--- src/rtl/assert_macros.svh ---
// ----------------------------------------------------------------------------
// assert_macros.svh
// concurrent assertion helpers shared by the rtl files
// ----------------------------------------------------------------------------
`ifndef ASSERT_MACROS_SVH
`define ASSERT_MACROS_SVH

// same-cycle implication, disabled while in reset
`define ASSERT_IMP(lbl, clk, rst_n, ante, cons) \
    lbl: assert property (@(posedge clk) disable iff (!rst_n) (ante) |-> (cons)) \
        else $error("assertion failed");

// next-cycle implication, disabled while in reset
`define ASSERT_NXT(lbl, clk, rst_n, ante, cons) \
    lbl: assert property (@(posedge clk) disable iff (!rst_n) (ante) |=> (cons)) \
        else $error("assertion failed");

`endif

--- src/rtl/um_pkg.sv ---
// ----------------------------------------------------------------------------
// um_pkg
// types and constants of the register machine execute unit
// ----------------------------------------------------------------------------
package um_pkg;

    localparam int DATA_W     = 32;
    localparam int REG_CNT    = 8;
    localparam int REG_IDX_W  = 3;
    localparam int OPCODE_LSB = 28;
    localparam int OPCODE_W   = 4;
    localparam int LV_REG_LSB = 25;
    localparam logic [DATA_W-1:0] ALL_ONES = '1;

    typedef enum logic [OPCODE_W-1:0] {
        OP_CMOV  = 4'd0,
        OP_LOAD  = 4'd1,
        OP_STORE = 4'd2,
        OP_ADD   = 4'd3,
        OP_MUL   = 4'd4,
        OP_DIV   = 4'd5,
        OP_NAND  = 4'd6,
        OP_HALT  = 4'd7,
        OP_MAP   = 4'd8,
        OP_UNMAP = 4'd9,
        OP_OUT   = 4'd10,
        OP_IN    = 4'd11,
        OP_LDPRG = 4'd12,
        OP_LDVAL = 4'd13
    } op_t;

    typedef enum logic [2:0] {
        ACT_NONE  = 3'd0,
        ACT_OUT   = 3'd1,
        ACT_LOAD  = 3'd2,
        ACT_STORE = 3'd3,
        ACT_MAP   = 3'd4,
        ACT_UNMAP = 3'd5,
        ACT_LDPRG = 3'd6,
        ACT_HALT  = 3'd7
    } act_t;

    typedef enum logic [2:0] {
        S_IDLE,
        S_RD_B,
        S_RD_C,
        S_RD_A,
        S_EXEC,
        S_ALU,
        S_DONE
    } state_t;

    typedef enum logic [1:0] {
        ALU_ADD,
        ALU_MUL,
        ALU_DIV,
        ALU_NAND
    } alu_op_t;

    typedef struct packed {
        logic    start;
        alu_op_t op;
    } alu_cmd_t;

    typedef struct packed {
        logic busy;
        logic done;
    } alu_stat_t;

    typedef struct packed {
        logic              req_type;
        logic [DATA_W-1:0] instr_word;
        logic [7:0]        in_byte;
        logic              in_eof;
        logic [DATA_W-1:0] resp_value;
    } in_t;

    typedef struct packed {
        logic [2:0]        action;
        logic [DATA_W-1:0] segment_id;
        logic [DATA_W-1:0] seg_offset;
        logic [DATA_W-1:0] data_value;
        logic [7:0]        out_char;
        logic              jump_valid;
        logic [DATA_W-1:0] jump_target;
        logic              fault;
    } out_t;

endpackage

--- src/rtl/um_ram.sv ---
// ----------------------------------------------------------------------------
// um_ram
// generic single-write, single-read ram with registered read data
// ----------------------------------------------------------------------------
module um_ram #(
    parameter int WIDTH = 32,
    parameter int DEPTH = 8
) (
    input  logic                     clk,
    input  logic                     wr_en,
    input  logic [$clog2(DEPTH)-1:0] wr_addr,
    input  logic [WIDTH-1:0]         wr_data,
    input  logic [$clog2(DEPTH)-1:0] rd_addr,
    output logic [WIDTH-1:0]         rd_data
);

    logic [WIDTH-1:0] mem [DEPTH];

    always_ff @(posedge clk)
    begin
        if (wr_en)
        begin
            mem[wr_addr] <= wr_data;
        end
        rd_data <= mem[rd_addr];
    end

endmodule

--- src/rtl/um_alu.sv ---
// ----------------------------------------------------------------------------
// um_alu
// shared arithmetic unit: one-step add and nand, 32-step multiply and divide
// ----------------------------------------------------------------------------
`include "assert_macros.svh"

module um_alu (
    input  logic                     clk,
    input  logic                     rst_n,
    input  um_pkg::alu_cmd_t         cmd,
    input  logic [um_pkg::DATA_W-1:0] opa,
    input  logic [um_pkg::DATA_W-1:0] opb,
    output um_pkg::alu_stat_t        stat,
    output logic [um_pkg::DATA_W-1:0] result
);

    localparam int W     = um_pkg::DATA_W;
    localparam int CNT_W = $clog2(W);

    logic                busy_reg, busy_next;
    logic                done_reg, done_next;
    logic [CNT_W-1:0]    cnt_reg, cnt_next;
    um_pkg::alu_op_t     op_reg, op_next;
    logic [W-1:0]        acc_reg, acc_next;
    logic [W-1:0]        b_reg, b_next;
    logic [W-1:0]        q_reg, q_next;

    logic [W:0]          add_x, add_y, sum;
    logic                add_cin;
    logic [W:0]          rem_sh;

    // one adder serves add, multiply and divide
    always_comb
    begin
        rem_sh = {acc_reg, q_reg[W-1]};
        if (busy_reg && op_reg == um_pkg::ALU_DIV)
        begin
            add_x   = rem_sh;
            add_y   = ~{1'b0, b_reg};
            add_cin = 1'b1;
        end
        else if (busy_reg)
        begin
            add_x   = {1'b0, acc_reg};
            add_y   = {1'b0, b_reg};
            add_cin = 1'b0;
        end
        else
        begin
            add_x   = {1'b0, opa};
            add_y   = {1'b0, opb};
            add_cin = 1'b0;
        end
        sum = add_x + add_y + (W+1)'(add_cin);
    end

    always_comb
    begin
        busy_next = busy_reg;
        done_next = 1'b0;
        cnt_next  = cnt_reg;
        op_next   = op_reg;
        acc_next  = acc_reg;
        b_next    = b_reg;
        q_next    = q_reg;
        if (cmd.start)
        begin
            op_next  = cmd.op;
            cnt_next = '0;
            unique case (cmd.op)
                um_pkg::ALU_ADD:
                begin
                    acc_next  = sum[W-1:0];
                    done_next = 1'b1;
                end
                um_pkg::ALU_NAND:
                begin
                    acc_next  = ~(opa & opb);
                    done_next = 1'b1;
                end
                um_pkg::ALU_MUL:
                begin
                    acc_next  = '0;
                    b_next    = opa;
                    q_next    = opb;
                    busy_next = 1'b1;
                end
                um_pkg::ALU_DIV:
                begin
                    acc_next  = '0;
                    b_next    = opb;
                    q_next    = opa;
                    busy_next = 1'b1;
                end
            endcase
        end
        else if (busy_reg)
        begin
            if (op_reg == um_pkg::ALU_DIV)
            begin
                // restoring step, sign of the trial difference picks the bit
                acc_next = sum[W] ? rem_sh[W-1:0] : sum[W-1:0];
                q_next   = {q_reg[W-2:0], ~sum[W]};
            end
            else
            begin
                if (q_reg[0])
                begin
                    acc_next = sum[W-1:0];
                end
                b_next = {b_reg[W-2:0], 1'b0};
                q_next = {1'b0, q_reg[W-1:1]};
            end
            cnt_next = cnt_reg + CNT_W'(1);
            if (cnt_reg == CNT_W'(W-1))
            begin
                busy_next = 1'b0;
                done_next = 1'b1;
            end
        end
    end

    always_ff @(posedge clk or negedge rst_n)
    begin
        if (!rst_n)
        begin
            busy_reg <= 1'b0;
            done_reg <= 1'b0;
            cnt_reg  <= '0;
            op_reg   <= um_pkg::ALU_ADD;
        end
        else
        begin
            busy_reg <= busy_next;
            done_reg <= done_next;
            cnt_reg  <= cnt_next;
            op_reg   <= op_next;
        end
    end

    always_ff @(posedge clk)
    begin
        acc_reg <= acc_next;
        b_reg   <= b_next;
        q_reg   <= q_next;
    end

    assign stat.busy = busy_reg;
    assign stat.done = done_reg;
    assign result    = (op_reg == um_pkg::ALU_DIV) ? q_reg : acc_reg;

    `ASSERT_IMP(a_no_start_busy, clk, rst_n, cmd.start, !busy_reg)
    `ASSERT_NXT(a_last_step_done, clk, rst_n, busy_reg && cnt_reg == CNT_W'(W-1), done_reg)
    `ASSERT_IMP(a_done_not_busy, clk, rst_n, done_reg, !busy_reg)

endmodule

--- src/rtl/um_instruction_execute.sv ---
// ----------------------------------------------------------------------------
// steps: accept, read b, read c, read a, execute, alu wait for alu ops, done, output
// one transaction at a time, next accept only in idle once the result is registered
// mul and div run the 32-step loop of the shared alu adder
// reset: registers read as zero, pending load/map and output clear at once
// ----------------------------------------------------------------------------
`include "assert_macros.svh"

module um_instruction_execute (
    input  logic         clk,
    input  logic         rst_n,
    input  logic         in_valid,
    output logic         in_ready,
    input  um_pkg::in_t  in_data,
    output logic         out_valid,
    input  logic         out_ready,
    output um_pkg::out_t out_data
);

    localparam int W  = um_pkg::DATA_W;
    localparam int IW = um_pkg::REG_IDX_W;

    um_pkg::state_t           state_reg, state_next;
    um_pkg::in_t              item_reg, item_next;
    logic [W-1:0]             vb_reg, vb_next;
    logic [W-1:0]             vc_reg, vc_next;
    um_pkg::out_t             res_reg, res_next;
    um_pkg::out_t             out_reg, out_next;
    logic                     out_valid_reg, out_valid_next;
    logic [um_pkg::REG_CNT-1:0] valid_reg, valid_next;
    logic [IW-1:0]            pend_dest_reg, pend_dest_next;
    logic                     pend_valid_reg, pend_valid_next;

    logic                     ram_we;
    logic [IW-1:0]            ram_waddr, ram_raddr;
    logic [W-1:0]             ram_wdata, ram_rdata;

    um_pkg::alu_cmd_t         alu_cmd;
    um_pkg::alu_stat_t        alu_stat;
    logic [W-1:0]             alu_result;

    logic [IW-1:0]            fa, fb, fc;
    logic [W-1:0]             rd_val, va;
    um_pkg::op_t              op;

    assign fa = item_reg.instr_word[8:6];
    assign fb = item_reg.instr_word[5:3];
    assign fc = item_reg.instr_word[2:0];
    assign op = um_pkg::op_t'(item_reg.instr_word[um_pkg::OPCODE_LSB +: um_pkg::OPCODE_W]);
    assign va = rd_val;

    um_ram #(
        .WIDTH (W),
        .DEPTH (um_pkg::REG_CNT)
    ) u_regs (
        .clk     (clk),
        .wr_en   (ram_we),
        .wr_addr (ram_waddr),
        .wr_data (ram_wdata),
        .rd_addr (ram_raddr),
        .rd_data (ram_rdata)
    );

    um_alu u_alu (
        .clk    (clk),
        .rst_n  (rst_n),
        .cmd    (alu_cmd),
        .opa    (vb_reg),
        .opb    (vc_reg),
        .stat   (alu_stat),
        .result (alu_result)
    );

    always_comb
    begin
        state_next      = state_reg;
        item_next       = item_reg;
        vb_next         = vb_reg;
        vc_next         = vc_reg;
        res_next        = res_reg;
        out_next        = out_reg;
        out_valid_next  = out_valid_reg & ~out_ready;
        valid_next      = valid_reg;
        pend_dest_next  = pend_dest_reg;
        pend_valid_next = pend_valid_reg;
        ram_we          = 1'b0;
        ram_waddr       = fa;
        ram_wdata       = alu_result;
        ram_raddr       = fb;
        alu_cmd.start   = 1'b0;
        alu_cmd.op      = um_pkg::ALU_ADD;
        rd_val          = '0;

        unique case (state_reg)
            um_pkg::S_IDLE:
            begin
                if (in_valid)
                begin
                    item_next  = in_data;
                    state_next = um_pkg::S_RD_B;
                end
            end
            um_pkg::S_RD_B:
            begin
                ram_raddr  = fb;
                state_next = um_pkg::S_RD_C;
            end
            um_pkg::S_RD_C:
            begin
                ram_raddr  = fc;
                vb_next    = valid_reg[fb] ? ram_rdata : '0;
                state_next = um_pkg::S_RD_A;
            end
            um_pkg::S_RD_A:
            begin
                ram_raddr  = fa;
                vc_next    = valid_reg[fc] ? ram_rdata : '0;
                state_next = um_pkg::S_EXEC;
            end
            um_pkg::S_EXEC:
            begin
                rd_val     = valid_reg[fa] ? ram_rdata : '0;
                res_next   = '0;
                state_next = um_pkg::S_DONE;
                if (item_reg.req_type)
                begin
                    // memory response lands in the register the request named
                    if (pend_valid_reg)
                    begin
                        ram_we          = 1'b1;
                        ram_waddr       = pend_dest_reg;
                        ram_wdata       = item_reg.resp_value;
                        pend_valid_next = 1'b0;
                    end
                end
                else
                begin
                    unique case (op)
                        um_pkg::OP_CMOV:
                        begin
                            ram_we    = (vc_reg != '0);
                            ram_wdata = vb_reg;
                        end
                        um_pkg::OP_LOAD:
                        begin
                            res_next.action     = um_pkg::ACT_LOAD;
                            res_next.segment_id = vb_reg;
                            res_next.seg_offset = vc_reg;
                            pend_dest_next      = fa;
                            pend_valid_next     = 1'b1;
                        end
                        um_pkg::OP_STORE:
                        begin
                            res_next.action     = um_pkg::ACT_STORE;
                            res_next.segment_id = va;
                            res_next.seg_offset = vb_reg;
                            res_next.data_value = vc_reg;
                        end
                        um_pkg::OP_ADD:
                        begin
                            alu_cmd.start = 1'b1;
                            alu_cmd.op    = um_pkg::ALU_ADD;
                            state_next    = um_pkg::S_ALU;
                        end
                        um_pkg::OP_MUL:
                        begin
                            alu_cmd.start = 1'b1;
                            alu_cmd.op    = um_pkg::ALU_MUL;
                            state_next    = um_pkg::S_ALU;
                        end
                        um_pkg::OP_DIV:
                        begin
                            if (vc_reg == '0)
                            begin
                                res_next.fault = 1'b1;
                            end
                            else
                            begin
                                alu_cmd.start = 1'b1;
                                alu_cmd.op    = um_pkg::ALU_DIV;
                                state_next    = um_pkg::S_ALU;
                            end
                        end
                        um_pkg::OP_NAND:
                        begin
                            alu_cmd.start = 1'b1;
                            alu_cmd.op    = um_pkg::ALU_NAND;
                            state_next    = um_pkg::S_ALU;
                        end
                        um_pkg::OP_HALT:
                        begin
                            res_next.action = um_pkg::ACT_HALT;
                        end
                        um_pkg::OP_MAP:
                        begin
                            res_next.action     = um_pkg::ACT_MAP;
                            res_next.data_value = vc_reg;
                            pend_dest_next      = fb;
                            pend_valid_next     = 1'b1;
                        end
                        um_pkg::OP_UNMAP:
                        begin
                            res_next.action     = um_pkg::ACT_UNMAP;
                            res_next.segment_id = vc_reg;
                        end
                        um_pkg::OP_OUT:
                        begin
                            res_next.action   = um_pkg::ACT_OUT;
                            res_next.out_char = vc_reg[7:0];
                        end
                        um_pkg::OP_IN:
                        begin
                            ram_we    = 1'b1;
                            ram_waddr = fc;
                            ram_wdata = item_reg.in_eof ? um_pkg::ALL_ONES
                                                        : W'(item_reg.in_byte);
                        end
                        um_pkg::OP_LDPRG:
                        begin
                            res_next.action      = um_pkg::ACT_LDPRG;
                            res_next.segment_id  = vb_reg;
                            res_next.jump_valid  = 1'b1;
                            res_next.jump_target = vc_reg;
                        end
                        um_pkg::OP_LDVAL:
                        begin
                            ram_we    = 1'b1;
                            ram_waddr = item_reg.instr_word[um_pkg::LV_REG_LSB +: IW];
                            ram_wdata = W'(item_reg.instr_word[um_pkg::LV_REG_LSB-1:0]);
                        end
                        default:
                        begin
                        end
                    endcase
                end
            end
            um_pkg::S_ALU:
            begin
                if (alu_stat.done)
                begin
                    ram_we     = 1'b1;
                    ram_waddr  = fa;
                    ram_wdata  = alu_result;
                    state_next = um_pkg::S_DONE;
                end
            end
            um_pkg::S_DONE:
            begin
                if (!out_valid_reg || out_ready)
                begin
                    out_next       = res_reg;
                    out_valid_next = 1'b1;
                    state_next     = um_pkg::S_IDLE;
                end
            end
            default:
            begin
                state_next = um_pkg::S_IDLE;
            end
        endcase

        if (ram_we)
        begin
            valid_next[ram_waddr] = 1'b1;
        end
    end

    always_ff @(posedge clk or negedge rst_n)
    begin
        if (!rst_n)
        begin
            state_reg      <= um_pkg::S_IDLE;
            out_valid_reg  <= 1'b0;
            valid_reg      <= '0;
            pend_dest_reg  <= '0;
            pend_valid_reg <= 1'b0;
        end
        else
        begin
            state_reg      <= state_next;
            out_valid_reg  <= out_valid_next;
            valid_reg      <= valid_next;
            pend_dest_reg  <= pend_dest_next;
            pend_valid_reg <= pend_valid_next;
        end
    end

    always_ff @(posedge clk)
    begin
        item_reg <= item_next;
        vb_reg   <= vb_next;
        vc_reg   <= vc_next;
        res_reg  <= res_next;
        out_reg  <= out_next;
    end

    assign in_ready  = (state_reg == um_pkg::S_IDLE);
    assign out_valid = out_valid_reg;
    assign out_data  = out_reg;

    `ASSERT_IMP(a_done_in_alu, clk, rst_n, alu_stat.done, state_reg == um_pkg::S_ALU)
    `ASSERT_IMP(a_write_when_exec, clk, rst_n, ram_we, state_reg == um_pkg::S_EXEC || state_reg == um_pkg::S_ALU)
    `ASSERT_IMP(a_pend_from_exec, clk, rst_n, $rose(pend_valid_reg), $past(state_reg) == um_pkg::S_EXEC)
    `ASSERT_IMP(a_alu_idle_outside, clk, rst_n, alu_stat.busy, state_reg == um_pkg::S_ALU)

endmodule

--- config.mk ---
export PLATFORM = sky130hd
export DESIGN_NAME = um_instruction_execute
export DESIGN_NICKNAME = d
export VERILOG_FILES = /design/src/rtl/um_pkg.sv /design/src/rtl/um_ram.sv /design/src/rtl/um_alu.sv /design/src/rtl/um_instruction_execute.sv
export VERILOG_INCLUDE_DIRS = /design/src /design/src/rtl
export SDC_FILE = /design/constraint.sdc
export NUM_CORES = 1
export LEC_CHECK = 0
export ABC_AREA = 1
export BUFFER_PORTS_ARGS = -buffer_cell sky130_fd_sc_hd__clkbuf_2
export CAP_MARGIN = 20
export CORE_ASPECT_RATIO = 0.8
export CORE_MARGIN = 2
export CORE_UTILIZATION = 32
export DETAILED_ROUTE_END_ITERATION = 7
export SETUP_SLACK_MARGIN = 0.1
export SLEW_MARGIN = 20
export SYNTH_ARGS = -nofsm -noshare
export SYNTH_HDL_FRONTEND = slang
export SYNTH_SLANG_ARGS = --single-unit
--- constraint.sdc ---
create_clock -name clk -period 7.6 [get_ports clk]
set_input_delay 1.52 -clock clk [delete_from_list [all_inputs] [get_ports clk]]
set_output_delay 1.52 -clock clk [all_outputs]
set_load 0.005 [all_outputs]
==> results.ini <==
[power_and_ir_drop]
fin_total_pwr_mw=15.5
powerDensity_nw_per_um2=356
max-vdd-ir-drop_v=0.000182
p_leak_nw=16.2

[clock_network]
cts_hold_buffers=0
clk_latency_ns=0.70
clock-sinks=829
cts_setup_buffers=0
cts_tree=done
h-tree-depth=3
ctsResizeCount=0
root_buffer=clkbuf_16
cts_buffer_depth=3
path_clk_slew_ns=0.06
numCtsBuffers=86

[global_routing]
met3_usage=0.0522
grt_max_degree=129
busiest_layer=met1
track_usage=0.190
overflow=0
globalRouteMet2Util=0.266
use_met1=0.286
first_global_vias=25898
grt_pass1_wl_mm=172
antenna_found_initial=2

[die]
pin_count=221
die_h_um=312
core_area_um2=117000
initial_core_util=0.324
rows=112
die_x_um=389
dieArea_um2=121000

[critical_path]
crit_path_end_kind=flop
required_ns=8.03
rrSetupSlack_ns=1.71
reg2reg_to=u_alu.acc_reg[7]$_DFFE_PP_
slowest_delay_ns=0.91
crit_top_cell=nand2_1
criticalPathCategory=flop to flop
timing.rr.start=vc_reg[0]$_SDFFCE_PN0P_
arrival_ns=6.32
startpoint_type=flop
r2r_cells=16
cp_max_fo=32
critical_path.cell_chain=inv_1 > nand4_1 > nor3_2 > nand2_1 > o21ai_0 > o21a_1 > nor2_1 > nand2_1 > ha_1 > inv_1 > nand2_1 > clkinv_1 > o21ai_0 > o21ai_0 > nand2_1 > nand2_1
cp_slowest_cell=clkinv_1

[synth]
synth_edf_count=772
yosysUniqueCellTypes=51
synth_seq_cells=829
synth.avg_cell_area_um2=10.3
ys_top_cells_by_count=772 x edfxtp_1, 684 x nand2_1, 496 x nor2_1, 338 x o21ai_0, 308 x inv_1
netlist_instances=3680
yosysTopAreaCellShare=0.611
ys_seq_area_frac=0.644
synth_ff_type=edfxtp_1
synth_area_leader_cell=edfxtp_1
synthesis.nets=3797
yosysWarningCount=0
synth.most_common_cell=edfxtp_1
synthArstFlopShare=0.0302
synth_area_um2=37900
yosys-top-cells-area=edfxtp_1 61%, nand2_1 6.8%, nor2_1 4.9%

[route]
routed-via-count=28295
viasPerCell=5.20
remaining_drc_errors=0
wl_mm=119
dr.pass1.iters=6
routedWlPerCell_um=21.8
ant_nets=0
drtIter0Drc=3940

[cells_and_area]
area_growth_pct=14.6
nFillCells=11559
drive_gt1_frac=0.124
largest_reg_flops=256
regArea_um2=24500
multi_input_area_um2=11500
nNetsFinal=3952

[sta]
tightest_slew_ns=1.16
finalHoldViolations=0
final.min_clock_period_ns=5.89
clock_skew_ns=0.0295
finalCritPeriodShare=0.775
fmax_mhz=170
relSlewSlack=0.219
rsz0062_at_grt=no
setup_tns_ns=0
drv_slew=0
setup_violations=0

[min_path]
hp-start=res_reg[12]$_SDFFCE_PP0P_
min_to=out_data[12]$_DFFE_PP_
min_path_cells=0
hp-class=flop to flop

[placed_design]
hpwlAfterDp_mm=80.7
gp_congestion=0.895
portBuffers=220

[run_status]
status=finished clean

[run]
cap_viol_max_count=0

==> worst max-delay path, delay by kind of cell (launching register included) <==
kind	cells	cell delay, ns
compound gates	4	1.01
simple gates	8	1.33
buf+inv	3	2.01
fa+ha+maj	1	0.77
flops	1	0.46
==> final cells by class <==
type                       instances  area share
timing repair buffer             269      0.0341
antenna                            1   0.0000575
multi-input combinational       2330       0.264
tap                             1539      0.0443
sequential                       829       0.562
clock inverter                    62      0.0174
inverter                         319      0.0277
clock buffer                      93      0.0501
==> worst max path at each step <==
stage / start / to / slack (ns) / cells after the start
6_report: vc_reg[0]$_SDFFCE_PN0P_ / u_alu.acc_reg[7]$_DFFE_PP_ / 1.71 / 16
5_1_grt: u_alu.op_reg[0]$_DFFE_PN0P_ / u_alu.acc_reg[16]$_DFFE_PP_ / 1.59 / 19
4_1_cts: u_alu.op_reg[0]$_DFFE_PN0P_ / u_alu.acc_reg[27]$_DFFE_PP_ / 2.01 / 21
3_5_place_dp: u_alu.op_reg[0]$_DFFE_PN0P_ / u_alu.acc_reg[27]$_DFFE_PP_ / 2.02 / 21
3_3_place_gp: u_alu.op_reg[0]$_DFFE_PN0P_ / u_alu.acc_reg[26]$_DFFE_PP_ / 2.19 / 21
2_1_floorplan: state_reg[0]$_DFFE_PN0P_ / u_alu.b_reg[0]$_SDFFCE_PN0P_ / 0.84 / 12
==> routing by layer <==
metal / vias to the layer above / routed length, um
met1: 13569 / 53000
met2: 1470 / 49100
li1: 13103 / -
met3: 153 / 13700
met5: - / 0
met4: 0 / 2800
==> placed cells by master, fill, tap and decap left out, types with 36 or more instances in the layout <==
cell       Yosys  routed
edfxtp_1     772     772
o21ai_0      338     338
clkbuf_16      0      86
buf_4         16      48
inv_1        308     306
ha_1          37      36
nand3_1      223     223
nor2_1       496     480
o21ai_1       68      66
clkbuf_2       2     220
nand2_1      684     684
o211ai_1     100     100
a21oi_1      154     154
==> logic make-up (layout without fill, tap and decap cells) <==
family,after synthesis,in the layout,synth area share
compound gates,761,761,0.117
xor+xnor,17,17,0.00392
fa+ha+maj,39,39,0.0133
buf+inv,521,743,0.0563
flops,829,829,0.644
other cells,0,1,0
simple gates,1513,1513,0.165
==> power by group <==
group	total, mW	switching (mW)	internal [mW]
registers	6.46	0.431	6.03
clock network	4.40	1.89	2.51
logic	4.65	3.37	1.28
==> per-stage QoR <==
stage | std cells | setup WS [ns] | util | hold WS [ns] | instance area (um^2)
CTS | 5441 | 2.01 | 0.371 | 0.409 | 43500
global route | 5441 | 1.59 | 0.371 | 0.421 | 43500
floorplan | 3680 | 0.843 | - | 0.400 | 38000
detailed placement | 5286 | 2.02 | 0.346 | 0.405 | 40600
finish | 5442 | 1.71 | 0.371 | 0.409 | 43500
global placement | 5286 | 2.19 | 0.346 | 0.401 | 40600
Note: power is estimated with default switching activity, not from simulation.
